## config.mk

```make
export PLATFORM = sky130hd
export DESIGN_NAME = playfair_digraph_encrypt
export DESIGN_NICKNAME = d
export VERILOG_FILES = /design/src/hdl/pfd_pkg.sv /design/src/hdl/pfd_cell.sv /design/src/hdl/pfd_chain.sv /design/src/hdl/playfair_digraph_encrypt.sv
export SDC_FILE = /design/constraint.sdc
export NUM_CORES = 1
export LEC_CHECK = 0
export BUFFER_PORTS_ARGS = -buffer_cell sky130_fd_sc_hd__clkbuf_2
export CELL_PAD_IN_SITES_DETAIL_PLACEMENT = 0
export CELL_PAD_IN_SITES_GLOBAL_PLACEMENT = 1
export CORE_MARGIN = 4
export CORE_UTILIZATION = 35
export DETAILED_ROUTE_END_ITERATION = 6
export PLACE_DENSITY = 0.69
export SYNTH_ARGS = -nofsm -noshare
export SYNTH_HDL_FRONTEND = slang
export SYNTH_HIERARCHICAL = 1
export SYNTH_SLANG_ARGS = --single-unit
```

## constraint.sdc

```tcl
create_clock -name clk -period 10.5 [get_ports clk]
set_input_delay 1.575 -clock clk [delete_from_list [all_inputs] [get_ports clk]]
set_output_delay 1.575 -clock clk [all_outputs]
set_load 0.05 [all_outputs]
```

## src/hdl/pfd_pkg.sv

```systemverilog
// Shared types, constants and helper functions of the Playfair digraph encryptor.
// Used by pfd_cell, pfd_chain and playfair_digraph_encrypt; depends on nothing.
package pfd_pkg;

  localparam int SIDE      = 5;
  localparam int CELLS     = SIDE * SIDE;
  localparam int NUM_QUERY = 3;
  localparam int LW        = 5;
  localparam int REG_W     = 2 * SIDE * LW;

  typedef logic [LW-1:0] letter_t;
  typedef logic [2:0]    idx_t;
  typedef logic [4:0]    cell_idx_t;
  typedef logic [1:0]    q_idx_t;
  typedef logic [CELLS-1:0][LW-1:0] square_t;

  localparam letter_t LETTER_I = letter_t'(8);
  localparam letter_t LETTER_J = letter_t'(9);
  localparam letter_t LETTER_X = letter_t'(23);

  // Query slots carried by every search token.
  localparam q_idx_t Q_HELD  = 2'd0;
  localparam q_idx_t Q_PLAIN = 2'd1;
  localparam q_idx_t Q_FILL  = 2'd2;

  // Configuration register indexes.
  localparam logic [1:0] REG_ROWS_01 = 2'd0;
  localparam logic [1:0] REG_ROWS_23 = 2'd1;
  localparam logic [1:0] REG_ROW_4   = 2'd2;

  typedef struct packed {
    logic                          valid;
    logic                          msg_end;
    letter_t [NUM_QUERY-1:0]       letter;
    logic    [NUM_QUERY-1:0]       found;
    idx_t    [NUM_QUERY-1:0]       row;
    idx_t    [NUM_QUERY-1:0]       col;
  } token_t;

  function automatic idx_t wrap_inc(input idx_t v);
    return (v == idx_t'(SIDE - 1)) ? idx_t'(0) : idx_t'(v + idx_t'(1));
  endfunction

  function automatic letter_t cell_lookup(input square_t sq, input idx_t row, input idx_t col);
    cell_idx_t idx;
    idx = cell_idx_t'(row) * cell_idx_t'(SIDE) + cell_idx_t'(col);
    return sq[idx];
  endfunction

endpackage

```

## src/hdl/pfd_cell.sv

```systemverilog
// One cell of the key-square search chain: holds a square position and checks
// every query letter of the passing token against it. Depends on pfd_pkg.
module pfd_cell (
  input  logic             clk,
  input  logic             rst,
  input  pfd_pkg::letter_t cell_letter,
  input  pfd_pkg::idx_t    cell_row,
  input  pfd_pkg::idx_t    cell_col,
  input  pfd_pkg::token_t  tok_in,
  output pfd_pkg::token_t  tok_out
);

  pfd_pkg::token_t tok_next;

  // The first matching cell in row-major order wins, so a found query is left alone.
  always_comb begin
    tok_next = tok_in;
    for (int k = 0; k < pfd_pkg::NUM_QUERY; k++) begin
      if (!tok_in.found[k] && (tok_in.letter[k] == cell_letter)) begin
        tok_next.found[k] = 1'b1;
        tok_next.row[k]   = cell_row;
        tok_next.col[k]   = cell_col;
      end
    end
  end

  always_ff @(posedge clk) begin
    if (rst) begin
      tok_out.valid <= 1'b0;
    end else begin
      tok_out.valid <= tok_next.valid;
    end
    tok_out.msg_end <= tok_next.msg_end;
    tok_out.letter  <= tok_next.letter;
    tok_out.found   <= tok_next.found;
    tok_out.row     <= tok_next.row;
    tok_out.col     <= tok_next.col;
  end

endmodule

```

## src/hdl/pfd_chain.sv

```systemverilog
// Row of 25 search cells, one per key-square position, passing a token along.
// Depends on pfd_pkg and pfd_cell.
module pfd_chain (
  input  logic              clk,
  input  logic              rst,
  input  pfd_pkg::square_t  square,
  input  pfd_pkg::token_t   tok_in,
  output pfd_pkg::token_t   tok_out
);

  pfd_pkg::token_t link [pfd_pkg::CELLS+1];

  assign link[0] = tok_in;

  for (genvar k = 0; k < pfd_pkg::CELLS; k++) begin : g_cell
    pfd_cell u_cell (
      .clk         (clk),
      .rst         (rst),
      .cell_letter (square[k]),
      .cell_row    (pfd_pkg::idx_t'(k / pfd_pkg::SIDE)),
      .cell_col    (pfd_pkg::idx_t'(k % pfd_pkg::SIDE)),
      .tok_in      (link[k]),
      .tok_out     (link[k+1])
    );
  end

  assign tok_out = link[pfd_pkg::CELLS];

endmodule

```

## src/hdl/playfair_digraph_encrypt.sv

```systemverilog
// Playfair digraph encryptor over a key square loaded through the write port.
// Depends on pfd_pkg and pfd_chain (which instantiates pfd_cell).
//
// Each accepted letter is done before the next one is accepted: the accepting
// edge puts its search token into the first of 25 square cells, the rest of the
// chain walks it on (locating the held letter, the new letter and the filler X
// in one pass), the search state encrypts the pair and the load state loads the
// results. Results (0, 2 or 4 per letter) leave one per cycle while m_tready is
// high, from a four-entry output buffer, and the next letter is accepted and
// searched while earlier results still drain. A letter with results waits in its
// load state, holding off the next accept, until the buffer has emptied.
module playfair_digraph_encrypt (
  input  logic                      clk,
  input  logic                      rst,
  input  logic                      cfg_we,
  input  logic [1:0]                cfg_index,
  input  logic [pfd_pkg::REG_W-1:0] cfg_data,
  input  logic                      s_tvalid,
  output logic                      s_tready,
  input  logic [7:0]                s_tdata,   // [4:0] plain_letter
  input  logic                      s_tlast,   // message_end
  output logic                      m_tvalid,
  input  logic                      m_tready,
  output logic [7:0]                m_tdata,   // [4:0] cipher_letter
  output logic                      m_tlast    // run_last
);

  typedef enum logic [2:0] {
    ST_IDLE   = 3'b001,
    ST_SEARCH = 3'b010,
    ST_LOAD   = 3'b100
  } state_t;

  state_t state;

  logic [pfd_pkg::REG_W-1:0]   sq01, sq23;
  logic [pfd_pkg::REG_W/2-1:0] sq4;
  pfd_pkg::square_t square;

  pfd_pkg::letter_t held_letter;
  logic             held_valid;

  pfd_pkg::token_t tok_in, tok_out;

  pfd_pkg::letter_t pend0, pend1;
  logic [2:0]       pend_n;

  pfd_pkg::letter_t buf_letter [4];
  logic [3:0]       buf_last;
  logic [2:0]       count;

  logic             in_acc, out_acc;
  pfd_pkg::letter_t plain_mapped;

  // Decision and pair encryption signals.
  logic             keep_new, clear_held;
  logic [2:0]       n_res;
  pfd_pkg::q_idx_t  qa, qb;
  pfd_pkg::letter_t a, b, enc0, enc1;
  logic             fa, fb;
  pfd_pkg::idx_t    ra, ca, rb, cb;

  assign square = {sq4, sq23, sq01};

  always_ff @(posedge clk) begin
    if (rst) begin
      sq01 <= '0;
      sq23 <= '0;
      sq4  <= '0;
    end else if (cfg_we) begin
      unique case (cfg_index)
        pfd_pkg::REG_ROWS_01: sq01 <= cfg_data;
        pfd_pkg::REG_ROWS_23: sq23 <= cfg_data;
        pfd_pkg::REG_ROW_4:   sq4  <= cfg_data[pfd_pkg::REG_W/2-1:0];
        default: ;
      endcase
    end
  end

  assign s_tready = (state == ST_IDLE);
  assign in_acc   = s_tvalid && s_tready;
  assign out_acc  = m_tvalid && m_tready;

  assign plain_mapped = (s_tdata[4:0] == pfd_pkg::LETTER_I) ? pfd_pkg::LETTER_J : s_tdata[4:0];

  always_comb begin
    tok_in                        = '0;
    tok_in.valid                  = in_acc;
    tok_in.msg_end                = s_tlast;
    tok_in.letter[pfd_pkg::Q_HELD]  = held_letter;
    tok_in.letter[pfd_pkg::Q_PLAIN] = plain_mapped;
    tok_in.letter[pfd_pkg::Q_FILL]  = pfd_pkg::LETTER_X;
  end

  pfd_chain u_chain (
    .clk     (clk),
    .rst     (rst),
    .square  (square),
    .tok_in  (tok_in),
    .tok_out (tok_out)
  );

  // Every emitted pair is (held, X), (new, X) or (held, new); a doubled
  // letter at message end repeats the (held, X) pair.
  always_comb begin
    keep_new   = 1'b0;
    clear_held = 1'b0;
    n_res      = 3'd0;
    qa         = pfd_pkg::Q_HELD;
    qb         = pfd_pkg::Q_FILL;
    priority if (!tok_out.found[pfd_pkg::Q_PLAIN]) begin
      if (tok_out.msg_end && held_valid) begin
        n_res      = 3'd2;
        clear_held = 1'b1;
      end
    end else if (!held_valid) begin
      qa = pfd_pkg::Q_PLAIN;
      if (tok_out.msg_end) begin
        n_res = 3'd2;
      end else begin
        keep_new = 1'b1;
      end
    end else if (held_letter == tok_out.letter[pfd_pkg::Q_PLAIN]) begin
      n_res      = tok_out.msg_end ? 3'd4 : 3'd2;
      clear_held = tok_out.msg_end;
    end else begin
      qb         = pfd_pkg::Q_PLAIN;
      n_res      = 3'd2;
      clear_held = 1'b1;
    end

    a  = tok_out.letter[qa];
    b  = tok_out.letter[qb];
    fa = tok_out.found[qa];
    fb = tok_out.found[qb];
    ra = tok_out.row[qa];
    ca = tok_out.col[qa];
    rb = tok_out.row[qb];
    cb = tok_out.col[qb];

    priority if (!(fa && fb)) begin
      enc0 = a;
      enc1 = b;
    end else if (ra == rb) begin
      enc0 = pfd_pkg::cell_lookup(square, ra, pfd_pkg::wrap_inc(ca));
      enc1 = pfd_pkg::cell_lookup(square, rb, pfd_pkg::wrap_inc(cb));
    end else if (ca == cb) begin
      enc0 = pfd_pkg::cell_lookup(square, pfd_pkg::wrap_inc(ra), ca);
      enc1 = pfd_pkg::cell_lookup(square, pfd_pkg::wrap_inc(rb), cb);
    end else begin
      enc0 = pfd_pkg::cell_lookup(square, ra, cb);
      enc1 = pfd_pkg::cell_lookup(square, rb, ca);
    end
  end

  always_ff @(posedge clk) begin
    if (rst) begin
      state      <= ST_IDLE;
      held_valid <= 1'b0;
      pend_n     <= 3'd0;
    end else begin
      unique case (state)
        ST_IDLE: begin
          if (in_acc) begin
            state <= ST_SEARCH;
          end
        end
        ST_SEARCH: begin
          if (tok_out.valid) begin
            pend_n <= n_res;
            state  <= ST_LOAD;
            if (keep_new) begin
              held_valid <= 1'b1;
            end else if (clear_held) begin
              held_valid <= 1'b0;
            end
          end
        end
        ST_LOAD: begin
          if (pend_n == 3'd0 || count == 3'd0) begin
            state <= ST_IDLE;
          end
        end
        default: state <= ST_IDLE;
      endcase
    end
  end

  always_ff @(posedge clk) begin
    if (rst) begin
      held_letter <= '0;
    end else if (state == ST_SEARCH && tok_out.valid) begin
      pend0 <= enc0;
      pend1 <= enc1;
      if (keep_new) begin
        held_letter <= tok_out.letter[pfd_pkg::Q_PLAIN];
      end
    end
  end

  // Output buffer: entry 0 is the item on offer; a pop shifts the rest down.
  // It is loaded only when empty, so a load and a pop never meet.
  always_ff @(posedge clk) begin
    if (rst) begin
      count <= 3'd0;
    end else if (state == ST_LOAD && pend_n != 3'd0 && count == 3'd0) begin
      count <= pend_n;
    end else if (out_acc) begin
      count <= count - 3'd1;
    end
  end

  always_ff @(posedge clk) begin
    if (state == ST_LOAD && pend_n != 3'd0 && count == 3'd0) begin
      buf_letter[0] <= pend0;
      buf_letter[1] <= pend1;
      buf_letter[2] <= pend0;
      buf_letter[3] <= pend1;
      buf_last      <= (pend_n == 3'd4) ? 4'b1000 : 4'b0010;
    end else if (out_acc) begin
      buf_letter[0] <= buf_letter[1];
      buf_letter[1] <= buf_letter[2];
      buf_letter[2] <= buf_letter[3];
      buf_last      <= {1'b0, buf_last[3:1]};
    end
  end

  assign m_tvalid = (count != 3'd0);
  assign m_tdata  = {3'b000, buf_letter[0]};
  assign m_tlast  = buf_last[0];

  a_chain_only_in_search: assert property (@(posedge clk) disable iff (rst)
    tok_out.valid |-> (state == ST_SEARCH))
    else $error("search token left the chain outside the search state");

  a_accept_starts_search: assert property (@(posedge clk) disable iff (rst)
    in_acc |=> (state == ST_SEARCH))
    else $error("accepted item did not start a search");

  a_load_count: assert property (@(posedge clk) disable iff (rst)
    (state == ST_LOAD && pend_n != 3'd0 && count == 3'd0) |=> (count == $past(pend_n)))
    else $error("output buffer count does not match the loaded results");

  a_last_on_final: assert property (@(posedge clk) disable iff (rst)
    (m_tvalid && count == 3'd1) |-> m_tlast)
    else $error("final buffered result of an item is not marked last");

endmodule

```

==> flow_summary.yaml <==
global_routing:
  grt_usage_pct: 19.9
  grt_max_degree: 76
  grt_overflow: 0
  grt_pass1_wl_um: 195000
  antenna_found_initial: 4
  first_global_vias: 29200
sta:
  finalCriticalPeriod_ns: 7.37
  fin_tns_setup_ns: 0
  worst_pin_slew_ns: 1.28
  setup_violations: 0
  clock_skew_ns: 0.0509
  slew_violations: 0
  finalCritPeriodShare_pct: 70.2
  final_hold_viol_count: 0
  rsz0062_at_grt: "no"
  fmax_ghz: 0.136
  slew_headroom_pct: 14.2
  holdWs_ns: 0.327
layout:
  area_growth_pct: 17.6
  layout-drive-gt1-share_pct: 21.7
  stdcell_count: 6074
  final_nets: 4436
yosys:
  syn_inst: 3753
  ys_warn_count: 6
  synth-edff-count: 34
  yosys-top-cells-area: "dfxtp_1 (49%), mux2_2 (7.9%), mux4_2 (6.9%)"
  synth-main-ff-cell: "dfxtp_1"
  synth_area_leader_cell: "dfxtp_1"
  synth_seq_area_share_pct: 51.3
  async_reset_ff_share_pct: 0
  synth_cell_types: 83
  syn_avg_cell_area_um2: 11.8
  netlist_area_um2: 44500
  ys_ff_latch: 1123
  synth.top_cell.area_share_pct: 49.0
floorplanning:
  initial_core_util_pct: 35.3
  io_pins: 77
  coreArea_um2: 126000
  fp.dieW_um: 364
  dieHeight_um: 364
  rows: 130
  dieArea_um2: 133000
worst_hold_path:
  min_path_type: "reg -> reg"
clock_tree:
  clk_latency_ns: 0.74
  cts_made_buffers: 109
  cts_hold_buf: 0
  post_cts_buffers: 0
  clockBufferDepth: 3
  root_buffer: "clkbuf_16"
  cts.sinks: 1123
  clkTransAtPathRegs_ns: 0.07
  cts_tree: "built"
  h-tree-depth: 3
  ctsResizeCount: 0
drt:
  wl_per_cell_um: 22.1
  routed_wl_um: 134000
  wl_met3_um: 12100
  met1_length_um: 57000
  drtIter0Drc: 2800
  drc: 0
  wl_met2_um: 58500
  highest_layer: "met5"
  num_vias: 30000
  firstDrtPassIters: 7
  detail-route-antenna-nets: 0
  viasPerCell: 4.94
setup_path:
  cp-end-kind: "flip-flop"
  crit_slowest_cell: "dfxtp_1"
  cp.arrival_ns: 7.84
  worstPathRequired_ns: 10.97
  crit_buf_inv: 3
  cpPeakStageDelay_ns: 0.52
  cp_top_family: "simple AND/OR/NAND/NOR gates"
  critPathKind: "reg -> reg"
  startpoint_type: "flip-flop"
  crit_chain: "xor2_1 -> nor2_2 -> o21ai_0 -> or2_1 -> inv_2 -> ha_1 -> nand2_1 -> mux2_2 -> nand2_1 -> inv_2 -> ha_1 -> ha_1 -> fa_1 -> buf_4 -> nand2_1 -> or4_1 -> a211o_1 -> o2111ai_1 -> a31o_1 -> a31oi_1 -> o311a_1 -> a211o_1"
  cp_max_fo: 22
  r2r_slack_ns: 3.13
job:
  drv_cap: 0
power_and_ir_drop:
  peakVddDrop_mv: 0.212
  power.density_nw_per_um2: 266
  leakagePower_nw: 21.7
  total_power_mw: 13.9
placed_design:
  hpwl_um: 94500
  place_congestion: 0.938
  dp_cells: 5868
  numPortBuffers: 70
run_status:
  outcome: "completed"
placed cells by master, fill, tap and decap left out, drive strengths merged, types with 5 or more instances in the layout:
cell type,count
bufinv,7
xor2,184
clkinv,27
and2,8
a211oi,19
o21ai,30
conb,487
dfxtp,1089
or2b,25
a31o,7
and3,12
a211o,14
inv,28
o211ai,15
a21oi,209
nor2,67
mux2i,73
clkinvlp,5
a22oi,8
clkbuf,230
o22ai,24
nand2,450
mux2,464
ha,36
a31oi,27
fa,5
a21o,10
buf,73
nor4,57
edfxtp,34
nor3,14
xnor2,231
nand4,31
nand3,87
a32oi,20
nand2b,60
nor2b,36
mux4,136
or3,28
o31ai,5
per-stage QoR:
step,cell area [um^2],worst slack [ns],util (%)
2_1_floorplan,46300,4.82,-
3_3_place_gp,48400,3.35,38.5
3_5_place_dp,48400,3.29,38.5
4_1_cts,52300,3.28,41.5
5_1_grt,52300,2.70,41.5
6_report,52300,3.13,41.5
synth_stat cells, drive strengths merged (15+ instances only):
master	count
xnor2	231
xor2	184
nor2	67
buf	67
ha	36
nor2b	36
nand2	450
a31oi	27
o211ai	15
a211oi	19
dfxtp	1089
or3	28
a32oi	20
mux2	464
mux2i	73
nor4	57
o22ai	24
nand2b	60
a21oi	209
edfxtp	34
mux4	136
nand3	87
clkbuf	93
inv	22
or2b	25
o21ai	30
nand4	31
cells by family after synthesis:
| group | after synthesis | synth area share (%) |
|---|---|---|
| multiplexers | 673 | 21.6 |
| flip-flops | 1123 | 51.3 |
| AO/OA/AOI/OAI | 420 | 5.85 |
| adder cells (fa/ha/maj) | 42 | 1.26 |
| AND/OR/NAND/NOR | 892 | 9.58 |
| other | 4 | 0.0338 |
| buffers and inverters | 184 | 2.15 |
| XOR/XNOR | 415 | 8.25 |
routing by layer:
metal	global-route usage (%)	vias up
li1	-	13900
met1	26.3	14400
met2	30.8	1355
met3	5.09	320
met4	8.95	2
met5	0	-
final cells by class:
cell class / instances / area (um^2)
diodes: 2 / 5.00
clock buffers: 161 / 3290
clock inverters: 43 / 548
fillers: 12100 / 73600
inverters: 24 / 92.6
multi-input cells: 2929 / 22600
flip-flops and latches: 1123 / 22800
well taps: 1650 / 2060
repair buffers: 142 / 893
final timing paths:
path	end	cells after the start	startpoint
setup / recovery	pend1[4]$_DFFE_PP_	22	held_letter[2]$_SDFFE_PP0P_
hold / removal	u_chain/g_cell[1].u_cell/tok_out[36]$_DFF_P_	0	u_chain/g_cell[0].u_cell/tok_out[36]$_DFF_P_
setup reg to reg	pend1[4]$_DFFE_PP_	22	held_letter[2]$_SDFFE_PP0P_
hold reg to reg	u_chain/g_cell[1].u_cell/tok_out[36]$_DFF_P_	0	u_chain/g_cell[0].u_cell/tok_out[36]$_DFF_P_
sequential cells by signal, indices dropped and copies added (netlist names):
name and count:
u_chain/g_cell.u_cell/tok_out 950, sq01 50, sq23 50, sq4 25, buf_letter 20, held_letter 5
pend0 5, pend1 5, buf_last 4, count 3, state 3, pend_n 2
held_valid 1
power breakdown:
group          leakage [nW]  switching (mW)  internal [mW]  total, mW
Clock                  1.89            1.70           2.36       4.07
Sequential             9.40           0.277           4.81       5.09
Combinational          10.4            2.86           1.91       4.77
Total                  21.7            4.84           9.09       13.9
No activity file was read; power rests on OpenSTA's default activity.
